$ cat src/rtl/b64d_pkg.sv
package b64d_pkg;

  localparam int unsigned CharW    = 8;
  localparam int unsigned SextetW  = 6;
  localparam int unsigned ByteW    = 8;
  localparam int unsigned CountW   = 16;

  localparam logic [CountW-1:0]  CountMax    = {CountW{1'b1}};
  localparam logic [SextetW-1:0] SextetPlus  = 6'd62;
  localparam logic [SextetW-1:0] SextetSlash = 6'd63;
  localparam logic [SextetW-1:0] SextetUpper = 6'd0;
  localparam logic [SextetW-1:0] SextetLower = 6'd26;
  localparam logic [SextetW-1:0] SextetDigit = 6'd52;

  // Queue between classifier and decode stage
  localparam int unsigned QueueDepth = 2;
  localparam int unsigned QAddrW     = (QueueDepth > 1) ? $clog2(QueueDepth) : 1;
  localparam int unsigned QCntW      = $clog2(QueueDepth + 1);

  // Position of the next character within its 4-character group
  typedef enum logic [3:0] {
    POS_0 = 4'b0001,
    POS_1 = 4'b0010,
    POS_2 = 4'b0100,
    POS_3 = 4'b1000
  } pos_e;

  typedef struct packed {
    logic [SextetW-1:0] sextet;
    logic               invalid;
    logic               eom;
  } class_t;

  typedef struct packed {
    logic full;
    logic empty;
  } q_stat_t;

  function automatic class_t classify(input logic [CharW-1:0] c, input logic eom);
    class_t r;
    r.sextet  = '0;
    r.invalid = 1'b0;
    r.eom     = eom;
    if (c inside {[8'h41:8'h5A]}) begin
      r.sextet = SextetUpper + SextetW'(c - 8'h41);
    end else if (c inside {[8'h61:8'h7A]}) begin
      r.sextet = SextetLower + SextetW'(c - 8'h61);
    end else if (c inside {[8'h30:8'h39]}) begin
      r.sextet = SextetDigit + SextetW'(c - 8'h30);
    end else if (c == 8'h2B) begin
      r.sextet = SextetPlus;
    end else if (c == 8'h2F) begin
      r.sextet = SextetSlash;
    end else begin
      r.invalid = 1'b1;
    end
    return r;
  endfunction

endpackage

$ cat src/rtl/b64d_if.sv
interface b64d_char_if;
  import b64d_pkg::*;
  logic             valid;
  logic             ready;
  logic [CharW-1:0] char_code;
  logic             end_of_message;

  modport source (output valid, char_code, end_of_message, input ready);
  modport sink   (input valid, char_code, end_of_message, output ready);
endinterface

interface b64d_res_if;
  import b64d_pkg::*;
  logic              valid;
  logic              ready;
  logic              byte_valid;
  logic [ByteW-1:0]  data_byte;
  logic              message_done;
  logic [CountW-1:0] byte_count;
  logic              stopped;

  modport source (output valid, byte_valid, data_byte, message_done, byte_count, stopped,
                  input ready);
  modport sink   (input valid, byte_valid, data_byte, message_done, byte_count, stopped,
                  output ready);
endinterface

$ cat src/rtl/b64d_front.sv
module b64d_front (
  b64d_char_if.sink          char_i,
  input  b64d_pkg::q_stat_t  stat_i,
  output logic               push_o,
  output b64d_pkg::class_t   cls_o
);
  import b64d_pkg::*;

  assign char_i.ready = !stat_i.full;
  assign push_o       = char_i.valid && !stat_i.full;
  assign cls_o        = classify(char_i.char_code, char_i.end_of_message);

endmodule

$ cat src/rtl/b64d_queue.sv
module b64d_queue (
  input  logic               clk_i,
  input  logic               rst_ni,
  input  logic               push_i,
  input  b64d_pkg::class_t   wdata_i,
  input  logic               pop_i,
  output b64d_pkg::class_t   rdata_o,
  output b64d_pkg::q_stat_t  stat_o
);
  import b64d_pkg::*;

  class_t            mem_q [QueueDepth];
  logic [QAddrW-1:0] wr_q, wr_d, rd_q, rd_d;
  logic [QCntW-1:0]  cnt_q, cnt_d;
  logic              do_push, do_pop;

  assign stat_o.full  = (cnt_q == QCntW'(QueueDepth));
  assign stat_o.empty = (cnt_q == '0);
  assign do_push      = push_i && !stat_o.full;
  assign do_pop       = pop_i && !stat_o.empty;
  assign rdata_o      = mem_q[rd_q];

  always_comb begin
    wr_d  = wr_q;
    rd_d  = rd_q;
    cnt_d = cnt_q;
    if (do_push) begin
      wr_d = (wr_q == QAddrW'(QueueDepth - 1)) ? '0 : wr_q + 1'b1;
    end
    if (do_pop) begin
      rd_d = (rd_q == QAddrW'(QueueDepth - 1)) ? '0 : rd_q + 1'b1;
    end
    if (do_push && !do_pop) begin
      cnt_d = cnt_q + 1'b1;
    end else if (do_pop && !do_push) begin
      cnt_d = cnt_q - 1'b1;
    end
  end

  always_ff @(posedge clk_i or negedge rst_ni) begin
    if (!rst_ni) begin
      wr_q  <= '0;
      rd_q  <= '0;
      cnt_q <= '0;
    end else begin
      wr_q  <= wr_d;
      rd_q  <= rd_d;
      cnt_q <= cnt_d;
    end
  end

  always_ff @(posedge clk_i) begin
    if (do_push) begin
      mem_q[wr_q] <= wdata_i;
    end
  end

endmodule

$ cat src/rtl/b64d_back.sv
module b64d_back (
  input  logic               clk_i,
  input  logic               rst_ni,
  input  b64d_pkg::class_t   cls_i,
  input  b64d_pkg::q_stat_t  stat_i,
  output logic               pop_o,
  b64d_res_if.source         res_o
);
  import b64d_pkg::*;

  pos_e               pos_q, pos_d, pos_u;
  logic [SextetW-1:0] prev_q, prev_d, prev_u;
  logic               halt_q, halt_d, halt_u;
  logic [CountW-1:0]  total_q, total_d, total_u;

  logic               byte_v;
  logic [ByteW-1:0]   byte_b;

  logic               out_valid_q, out_valid_d;
  logic               out_bv_q, out_done_q, out_stop_q;
  logic [ByteW-1:0]   out_byte_q;
  logic [CountW-1:0]  out_cnt_q;

  assign pop_o = !stat_i.empty && (!out_valid_q || res_o.ready);

  // Decode step on the head request
  always_comb begin
    pos_u   = pos_q;
    prev_u  = prev_q;
    halt_u  = halt_q;
    total_u = total_q;
    byte_v  = 1'b0;
    byte_b  = '0;
    if (!halt_q) begin
      if (cls_i.invalid) begin
        halt_u = 1'b1;
      end else begin
        case (pos_q)
          POS_1: begin
            byte_v = 1'b1;
            byte_b = {prev_q, cls_i.sextet[5:4]};
          end
          POS_2: begin
            byte_v = 1'b1;
            byte_b = {prev_q[3:0], cls_i.sextet[5:2]};
          end
          POS_3: begin
            byte_v = 1'b1;
            byte_b = {prev_q[1:0], cls_i.sextet};
          end
          default: ;
        endcase
        prev_u = cls_i.sextet;
        pos_u  = pos_e'({pos_q[2:0], pos_q[3]});
        if (byte_v && total_q != CountMax) begin
          total_u = total_q + 1'b1;
        end
      end
    end
  end

  always_comb begin
    pos_d   = pos_q;
    prev_d  = prev_q;
    halt_d  = halt_q;
    total_d = total_q;
    if (pop_o) begin
      if (cls_i.eom) begin
        pos_d   = POS_0;
        prev_d  = '0;
        halt_d  = 1'b0;
        total_d = '0;
      end else begin
        pos_d   = pos_u;
        prev_d  = prev_u;
        halt_d  = halt_u;
        total_d = total_u;
      end
    end
  end

  assign out_valid_d = pop_o || (out_valid_q && !res_o.ready);

  always_ff @(posedge clk_i or negedge rst_ni) begin
    if (!rst_ni) begin
      pos_q       <= POS_0;
      prev_q      <= '0;
      halt_q      <= 1'b0;
      total_q     <= '0;
      out_valid_q <= 1'b0;
    end else begin
      pos_q       <= pos_d;
      prev_q      <= prev_d;
      halt_q      <= halt_d;
      total_q     <= total_d;
      out_valid_q <= out_valid_d;
    end
  end

  always_ff @(posedge clk_i) begin
    if (pop_o) begin
      out_bv_q   <= byte_v;
      out_byte_q <= byte_b;
      out_done_q <= cls_i.eom;
      out_cnt_q  <= total_u;
      out_stop_q <= halt_u;
    end
  end

  assign res_o.valid        = out_valid_q;
  assign res_o.byte_valid   = out_bv_q;
  assign res_o.data_byte    = out_byte_q;
  assign res_o.message_done = out_done_q;
  assign res_o.byte_count   = out_cnt_q;
  assign res_o.stopped      = out_stop_q;

endmodule

$ cat src/rtl/base64_stream_decoder.sv
// Streaming base64 decoder, standard alphabet.
// char_i carries one encoded character per request plus an end-of-message
// flag; res_o returns exactly one result per character: an optional decoded
// byte, the saturating byte count of the message so far and a stopped flag
// that rises at the first character outside the alphabet.
// A classifier maps each accepted character to its 6-bit value and writes it
// into a two-entry queue; the decode stage pops the queue, merges the value
// with the previous one and loads the output register.
// An accepted character is written into a queue entry and then, once the
// output register is free, decoded into it. Throughput: one character per
// cycle while res_o accepts, set by the decode step and the output register.
// When res_o stalls, the output register holds its result, the queue fills,
// and char_i.ready drops once both queue entries are taken.
// Reset clears the queue, the output valid and the group/count state; the
// result of an end-of-message character also returns that state to its reset values.
module base64_stream_decoder (
  input  logic        clk_i,
  input  logic        rst_ni,
  b64d_char_if.sink   char_i,
  b64d_res_if.source  res_o
);
  import b64d_pkg::*;

  class_t  cls_in, cls_head;
  q_stat_t q_stat;
  logic    push, pop;

  b64d_front u_front (
    .char_i (char_i),
    .stat_i (q_stat),
    .push_o (push),
    .cls_o  (cls_in)
  );

  b64d_queue u_queue (
    .clk_i   (clk_i),
    .rst_ni  (rst_ni),
    .push_i  (push),
    .wdata_i (cls_in),
    .pop_i   (pop),
    .rdata_o (cls_head),
    .stat_o  (q_stat)
  );

  b64d_back u_back (
    .clk_i  (clk_i),
    .rst_ni (rst_ni),
    .cls_i  (cls_head),
    .stat_i (q_stat),
    .pop_o  (pop),
    .res_o  (res_o)
  );

  a_no_overflow: assert property (@(posedge clk_i) disable iff (!rst_ni)
    push |-> !q_stat.full)
    else $error("queue written while full");

  a_no_byte_when_stopped: assert property (@(posedge clk_i) disable iff (!rst_ni)
    (res_o.valid && res_o.byte_valid) |-> !res_o.stopped)
    else $error("decoded byte after stop");

  a_count_monotonic: assert property (@(posedge clk_i) disable iff (!rst_ni)
    (res_o.valid && res_o.ready && $past(res_o.valid && res_o.ready)
     && !$past(res_o.message_done))
    |-> (res_o.byte_count >= $past(res_o.byte_count)))
    else $error("byte count went down within a message");

  a_stop_sticky: assert property (@(posedge clk_i) disable iff (!rst_ni)
    (res_o.valid && res_o.ready && $past(res_o.valid && res_o.ready)
     && $past(res_o.stopped) && !$past(res_o.message_done))
    |-> res_o.stopped)
    else $error("stopped flag cleared within a message");

endmodule
$ cat src/flat_wrapper.sv
// flat-port wrapper written by rule: the top's interface ports become plain ports
module base64_stream_decoder_flat import b64d_pkg::*;
  (clk_i, rst_ni, char_i_valid, char_i_char_code, char_i_end_of_message, char_i_ready, res_o_valid, res_o_byte_valid, res_o_data_byte, res_o_message_done, res_o_byte_count, res_o_stopped, res_o_ready);
  b64d_char_if char_i_i ();
  b64d_res_if res_o_i ();
  input  logic clk_i;
  input  logic rst_ni;
  input wire logic [$bits(char_i_i.valid)-1:0] char_i_valid;
  input wire logic [$bits(char_i_i.char_code)-1:0] char_i_char_code;
  input wire logic [$bits(char_i_i.end_of_message)-1:0] char_i_end_of_message;
  output wire logic [$bits(char_i_i.ready)-1:0] char_i_ready;
  output wire logic [$bits(res_o_i.valid)-1:0] res_o_valid;
  output wire logic [$bits(res_o_i.byte_valid)-1:0] res_o_byte_valid;
  output wire logic [$bits(res_o_i.data_byte)-1:0] res_o_data_byte;
  output wire logic [$bits(res_o_i.message_done)-1:0] res_o_message_done;
  output wire logic [$bits(res_o_i.byte_count)-1:0] res_o_byte_count;
  output wire logic [$bits(res_o_i.stopped)-1:0] res_o_stopped;
  input wire logic [$bits(res_o_i.ready)-1:0] res_o_ready;
  assign char_i_i.valid = char_i_valid;
  assign char_i_i.char_code = char_i_char_code;
  assign char_i_i.end_of_message = char_i_end_of_message;
  assign char_i_ready = char_i_i.ready;
  assign res_o_valid = res_o_i.valid;
  assign res_o_byte_valid = res_o_i.byte_valid;
  assign res_o_data_byte = res_o_i.data_byte;
  assign res_o_message_done = res_o_i.message_done;
  assign res_o_byte_count = res_o_i.byte_count;
  assign res_o_stopped = res_o_i.stopped;
  assign res_o_i.ready = res_o_ready;
  base64_stream_decoder u_core (.clk_i(clk_i), .rst_ni(rst_ni), .char_i(char_i_i), .res_o(res_o_i));
endmodule
$ cat config.mk
export PLATFORM = sky130hd
export DESIGN_NAME = base64_stream_decoder_flat
export DESIGN_NICKNAME = d
export VERILOG_FILES = /design/src/rtl/b64d_pkg.sv /design/src/rtl/b64d_if.sv /design/src/rtl/b64d_front.sv /design/src/rtl/b64d_queue.sv /design/src/rtl/b64d_back.sv /design/src/rtl/base64_stream_decoder.sv /design/src/flat_wrapper.sv
export SDC_FILE = /design/constraint.sdc
export NUM_CORES = 1
export LEC_CHECK = 0
export BUFFER_PORTS_ARGS = -buffer_cell sky130_fd_sc_hd__buf_2
export CORE_UTILIZATION = 60
export DETAILED_ROUTE_END_ITERATION = 8
export PLACE_DENSITY = 0.85
export SYNTH_ARGS = -nofsm -noshare
export SYNTH_HDL_FRONTEND = slang
export SYNTH_SLANG_ARGS = --single-unit
$ cat constraint.sdc
create_clock -name clk_i -period 4.74 [get_ports clk_i]
set_input_delay 0.474 -clock clk_i [delete_from_list [all_inputs] [get_ports clk_i]]
set_output_delay 0.474 -clock clk_i [all_outputs]
set_load 0.01 [all_outputs]
# Word-level counts from Yosys, hierarchy flattened
# Memories as Yosys holds them, arrays and structs flattened.
# Index checks and enable logic that the tools add are counted.
[op_classes]
add_sub_neg = 10
magnitude_cmp = 6
n_eq_ne = 9
n_mux = 33
n_reduce_logical = 24
[ops]
columns = ["cell", "count"]
rows = [
  ["2-to-1 mux 16 bit", 4],
  ["2-to-1 mux 6 bit", 8],
  ["case mux 8 bit (3 select lines)", 1],
  ["adder 16 x 1 -> 16 bit (second input constant)", 1],
  ["== test 8 x 6 -> 1 bit (second input constant)", 2],
  ["greater-or-equal comparator 8 x 7 -> 1 bit (second input constant)", 2],
  ["<= comparator 8 x 7 -> 1 bit (second input constant)", 2],
  ["inequality test 16 bit (second input constant)", 1],
  ["2-to-1 mux 1 bit", 15],
  ["2-to-1 mux 4 bit", 3],
  ["subtractor 6 bit (second input constant)", 2],
  ["logical AND 1 bit", 11],
  ["greater-or-equal comparator 8 x 6 -> 1 bit (second input constant)", 1],
  ["<= comparator 8 x 6 -> 1 bit (second input constant)", 1],
  ["adder 5 x 6 -> 6 bit (first input constant)", 1],
  ["adder 6 bit (first input constant)", 1],
  ["zero test 1 bit", 6],
  ["subtractor 6 x 1 -> 6 bit (second input constant)", 1],
  ["== test 4 x 2 -> 1 bit (second input constant)", 1],
  ["== test 4 x 3 -> 1 bit (second input constant)", 1],
  ["== test 4 bit (second input constant)", 1],
  ["2-to-1 mux 2 bit", 2],
  ["inequality test 2 bit (second input constant)", 2],
  ["AND reduction 3 bit", 1],
  ["other kinds (9)", 11],
]
[word_totals]
regBits = 59
ramBits = 16
output_inout_bits = 29
mem_count = 1
[mem_list]
columns = ["memory", "words", "width", "read_ports", "rd_ports_with_merged_regs", "write_ports", "line_no", "source"]
rows = [
  ["u_core.u_queue.mem_q", 2, 8, 1, 0, 1, "b64d_queue.sv:12", "class_t mem_q [QueueDepth];"],
]

# Depth between registers and ports, before layout
[logic_depth]
ltp_word = 10
ltp_mapped = 9

# Cells and area by module
# A second synthesis with hierarchy kept.
[unflattened]
hier_cells = 383
area_unflattened_um2 = 4072.7
[by_module_without_submodules]
columns = ["mod", "instances", "cells_per_inst", "area_per_inst_um2", "seq_area_each_um2"]
rows = [
  ["b64d_back", 1, 256, 2701.3, 1512.7],
  ["b64d_queue", 1, 44, 782.0, 580.6],
  ["b64d_front", 1, 83, 589.3, 0.0],
]

# Worst setup path after synthesis
# OpenSTA, ideal clock, no wires.
[synth_path]
path_type = "input-to-reg"
startpoint = "input char_i_char_code[2]"
endpoint = "memory u_core.u_queue.mem_q[0][6] (netlist bit) (data pin)"
setup_ns = 0.135
t_arrival_ns = 2.386
path_slack_ns = 2.218
cell_stages = 8
n_path_buf = 1
cell_sequence = "clkbuf_1 > inv_1 > ha_1 > a21o_1 > a311oi_1 > nand2_1 > o221ai_1 > a2bb2o_1"
[synth_lines]
columns = ["element", "line_no", "source"]
rows = [
  ["start, declared", "flat_wrapper.sv:9", "input wire logic [$bits(char_i_i.char_code)-1:0] char_i_char_code;"],
  ["end, declared", "b64d_queue.sv:12", ""],
]

# Worst setup path in the final report
[layout_path]
startpoint = "register u_core.u_queue.rd_q"
endpoint = "register u_core.u_back.total_q[10]"
[layout_via]
elab_chain_len = 4
[layout_lines]
columns = ["element", "line_no", "source"]
rows = [
  ["start, declared", "b64d_queue.sv:13", "logic [QAddrW-1:0] wr_q, wr_d, rd_q, rd_d;"],
  ["start signal, assigned", "b64d_queue.sv:47", "rd_q <= rd_d;"],
  ["memory (2 x 8 bit) (*)", "n/a", ""],
  ["2-to-1 mux 16 bit", "b64d_back.sv:35", "if (cls_i.invalid) begin"],
  ["2-to-1 mux 16 bit", "b64d_back.sv:34", "if (!halt_q) begin"],
  ["2-to-1 mux 16 bit (*)", "b64d_back.sv:68", "if (cls_i.eom) begin"],
  ["end signal, assigned", "b64d_back.sv:95", "total_q <= total_d;"],
  ["end, declared", "b64d_back.sv:14", "logic [CountW-1:0] total_q, total_d, total_u;"],
]
# Mark *: on every way between the ends. The rest lies on a longest branch, timed or not.
# A chain may end at the register's enable or synchronous reset.

==> results.cfg <==
[outcome]
outcome = complete, no violations

[detailed_routing]
first_iter_violations = 260
drt-total-wl_mm = 8.629
vias_per_cell = 6.369
drcViolationCount = 0
wl_per_cell_um = 17.57
vias = 3127
firstDrtPassIters = 7
ant_nets = 0

[layout]
fin_area_um2 = 4494
insertedDiodeCount = 0
fin_cells = 491
drive_above_1_share_pct = 18.60
area_growth_pct = 12.21
post-route-util_pct = 70.38
nNetsFinal = 433

[place]
io_buffers = 41
dpl.cell_count = 475
place_hpwl_mm = 5.769
place_area_um2 = 4254
gp_congestion = 0.8984
dp_worst_setup_slack_ns = 1.790

[clocking]
htree_levels = 3
ctsResizeCount = 0
clk_pin_slew_worst_paths_ns = 0.08
clk_latency_ns = 0.35
cts_num_sinks = 75
post-cts-setup-buffers = 0
cts_tree = done
max-clock-path-buffers = 2
numCtsBuffers = 9
ctsHoldBuffers = 0
cts_root_buf = clkbuf_8

[synthesis]
ys.flop_type = edfxtp_1
yosys.area.top_type = edfxtp_1
syn_nets = 395
yosys_warnings = 0
synth_edf_count = 43
synthTopCellsByArea = edfxtp_1 (32%), dfrtp_1 (19%), nand2_1 (3.7%)
synthCells = 371
ys_seq_elements = 75
async_flop_share_pct = 42.67
synth-seq-area-share_pct = 52.26
syn_area_um2 = 4005
postSynthAreaPerCell_um2 = 10.80
synthDominantCellAreaShare_pct = 32.24
ys_types = 63

[sta]
tightest_slew_ns = 1.251
finalSetupTns_ns = 0
setup_viol = 0
period_share_pct = 54.72
rsz0062_at_grt = no
holdWs_ns = 0.1835
setup_ws_ns = 2.146
period_needed_ns = 2.594
maxSlewViolCount = 0
fin_skew_ns = 0.01520
slew_headroom_pct = 15.41
fmax_ghz = 0.3856
hold_violations = 0

[floorplan]
initial_utilization_pct = 62.72
ios = 42
dieArea_um2 = 7006
fp.coreArea_um2 = 6386
rows = 29
die_w_um = 83.70
fp.dieH_um = 83.70

[grt]
grt_antenna_before_repair = 0
grt_pass1_wl_mm = 14.14
grt_usage_pct = 25.61
grt_pass1_vias = 2907
grt_max_degree = 33
grt_overflow_total = 0

[power]
peakVddDrop_mv = 0.3688
p_leak_nw = 1.846
power.density_nw_per_um2 = 512.1
finalPower_mw = 2.302

[job]
cap_violations = 0

[critical_path]
required_ns = 4.98
critPathArrivalTime_ns = 2.83
start_kind = register
worstSetupPathType = reg -> reg
path_max_fanout = 19
endpoint_kind = register

[worst_hold_path]
hp-class = in -> async
## kinds of logic after synthesis
kind of cell | after synthesis | synth area share, %
AND/OR/NAND/NOR | 133 | 17.03
AO/OA/AOI/OAI | 82 | 15.53
flip-flops | 75 | 52.26
buffers and inverters | 36 | 3.749
XOR/XNOR | 23 | 5.030
multiplexers | 11 | 2.968
adder cells (fa/ha/maj) | 11 | 3.436
## synth_stat cells (7+ instances only)
master and n:
nand4_1 11, nand3_1 14, dfrtp_1 31, ha_1 11
nand2_1 40, mux2_2 7, o21ai_0 8, a21oi_1 13
xnor2_1 15, xor2_1 8, edfxtp_1 43, nor2_1 30
clkbuf_1 13, a22o_1 8, inv_1 17
## cell type report
cell class	count	area (µm²)
clock buffers	11	131.4
clock inverters	5	103.9
fillers	478	1892
inverters	18	67.56
multi-input cells	260	1767
flip-flops and latches	75	2093
well taps	77	96.34
repair buffers	45	235.2
## path summary, 6_finish.rpt
check,from,to,slack [ns],cells past startpoint
setup / recovery,u_core.u_queue.rd_q,u_core.u_back.total_q[10],2.15,5
hold / removal,rst_ni,u_core.u_back.total_q[4],0.18,1
setup reg to reg,u_core.u_queue.rd_q,u_core.u_back.total_q[10],2.15,5
hold reg to reg,u_core.u_queue.wr_q,u_core.u_queue.wr_q,0.51,1
max in group asynchronous,rst_ni,u_core.u_back.res_o.valid,4.07,1
min in group clk_i,char_i_end_of_message,u_core.u_queue.mem_q[0][0],0.32,1
## flip-flops by register name (all words and copies together) (netlist names)
name,count
u_core.u_back.res_o.data_byte,8
u_core.u_back.res_o.valid,1
u_core.u_back.total_q,16
u_core.u_queue.wr_q,1
u_core.u_back.res_o.byte_valid,1
u_core.u_back.halt_q,1
u_core.u_back.res_o.message_done,1
u_core.u_back.prev_q,6
u_core.u_back.res_o.byte_count,16
u_core.u_queue.mem_q,16
u_core.u_back.pos_q,4
u_core.u_back.res_o.stopped,1
u_core.u_queue.cnt_q,2
u_core.u_queue.rd_q,1
## layer usage
metal	part of all wire, %	track usage (%)	vias up
li1	-	-	1459
met1	44	35.77	1507
met2	47	39.39	144
met3	6.0	3.759	17
met4	2.3	12.79	0
met5	0	0	-
## power breakdown
part           leakage, nW  switching [mW]  internal, mW
clock                0.118           0.236         0.350
sequential           0.838           0.136         0.925
combinational        0.890           0.401         0.254
## worst max-delay path, cell delays in order (launching register included)
cell	delay, ns
dfrtp_1	0.61
mux2i_1	0.28
nor3b_2	0.40
and3_1	0.63
nand3_1	0.21
a311o_1	0.35
## layout by cell type (no fill, tap or decap), drive strengths merged, types with 3 or more instances in the layout
cell	n
a21o	5
a21oi	13
a222oi	4
a22o	8
a22oi	5
a32oi	5
and2	4
and3	5
buf	45
bufinv	3
clkbuf	11
clkinv	3
dfrtp	31
edfxtp	43
ha	11
inv	17
mux2	7
mux2i	4
nand2	40
nand2b	5
nand3	14
nand4	12
nor2	30
nor3	4
nor4	3
nor4b	4
o211ai	4
o21ai	8
o22ai	3
or2	3
xnor2	15
xor2	8
Power figures use the tool's default switching activity.
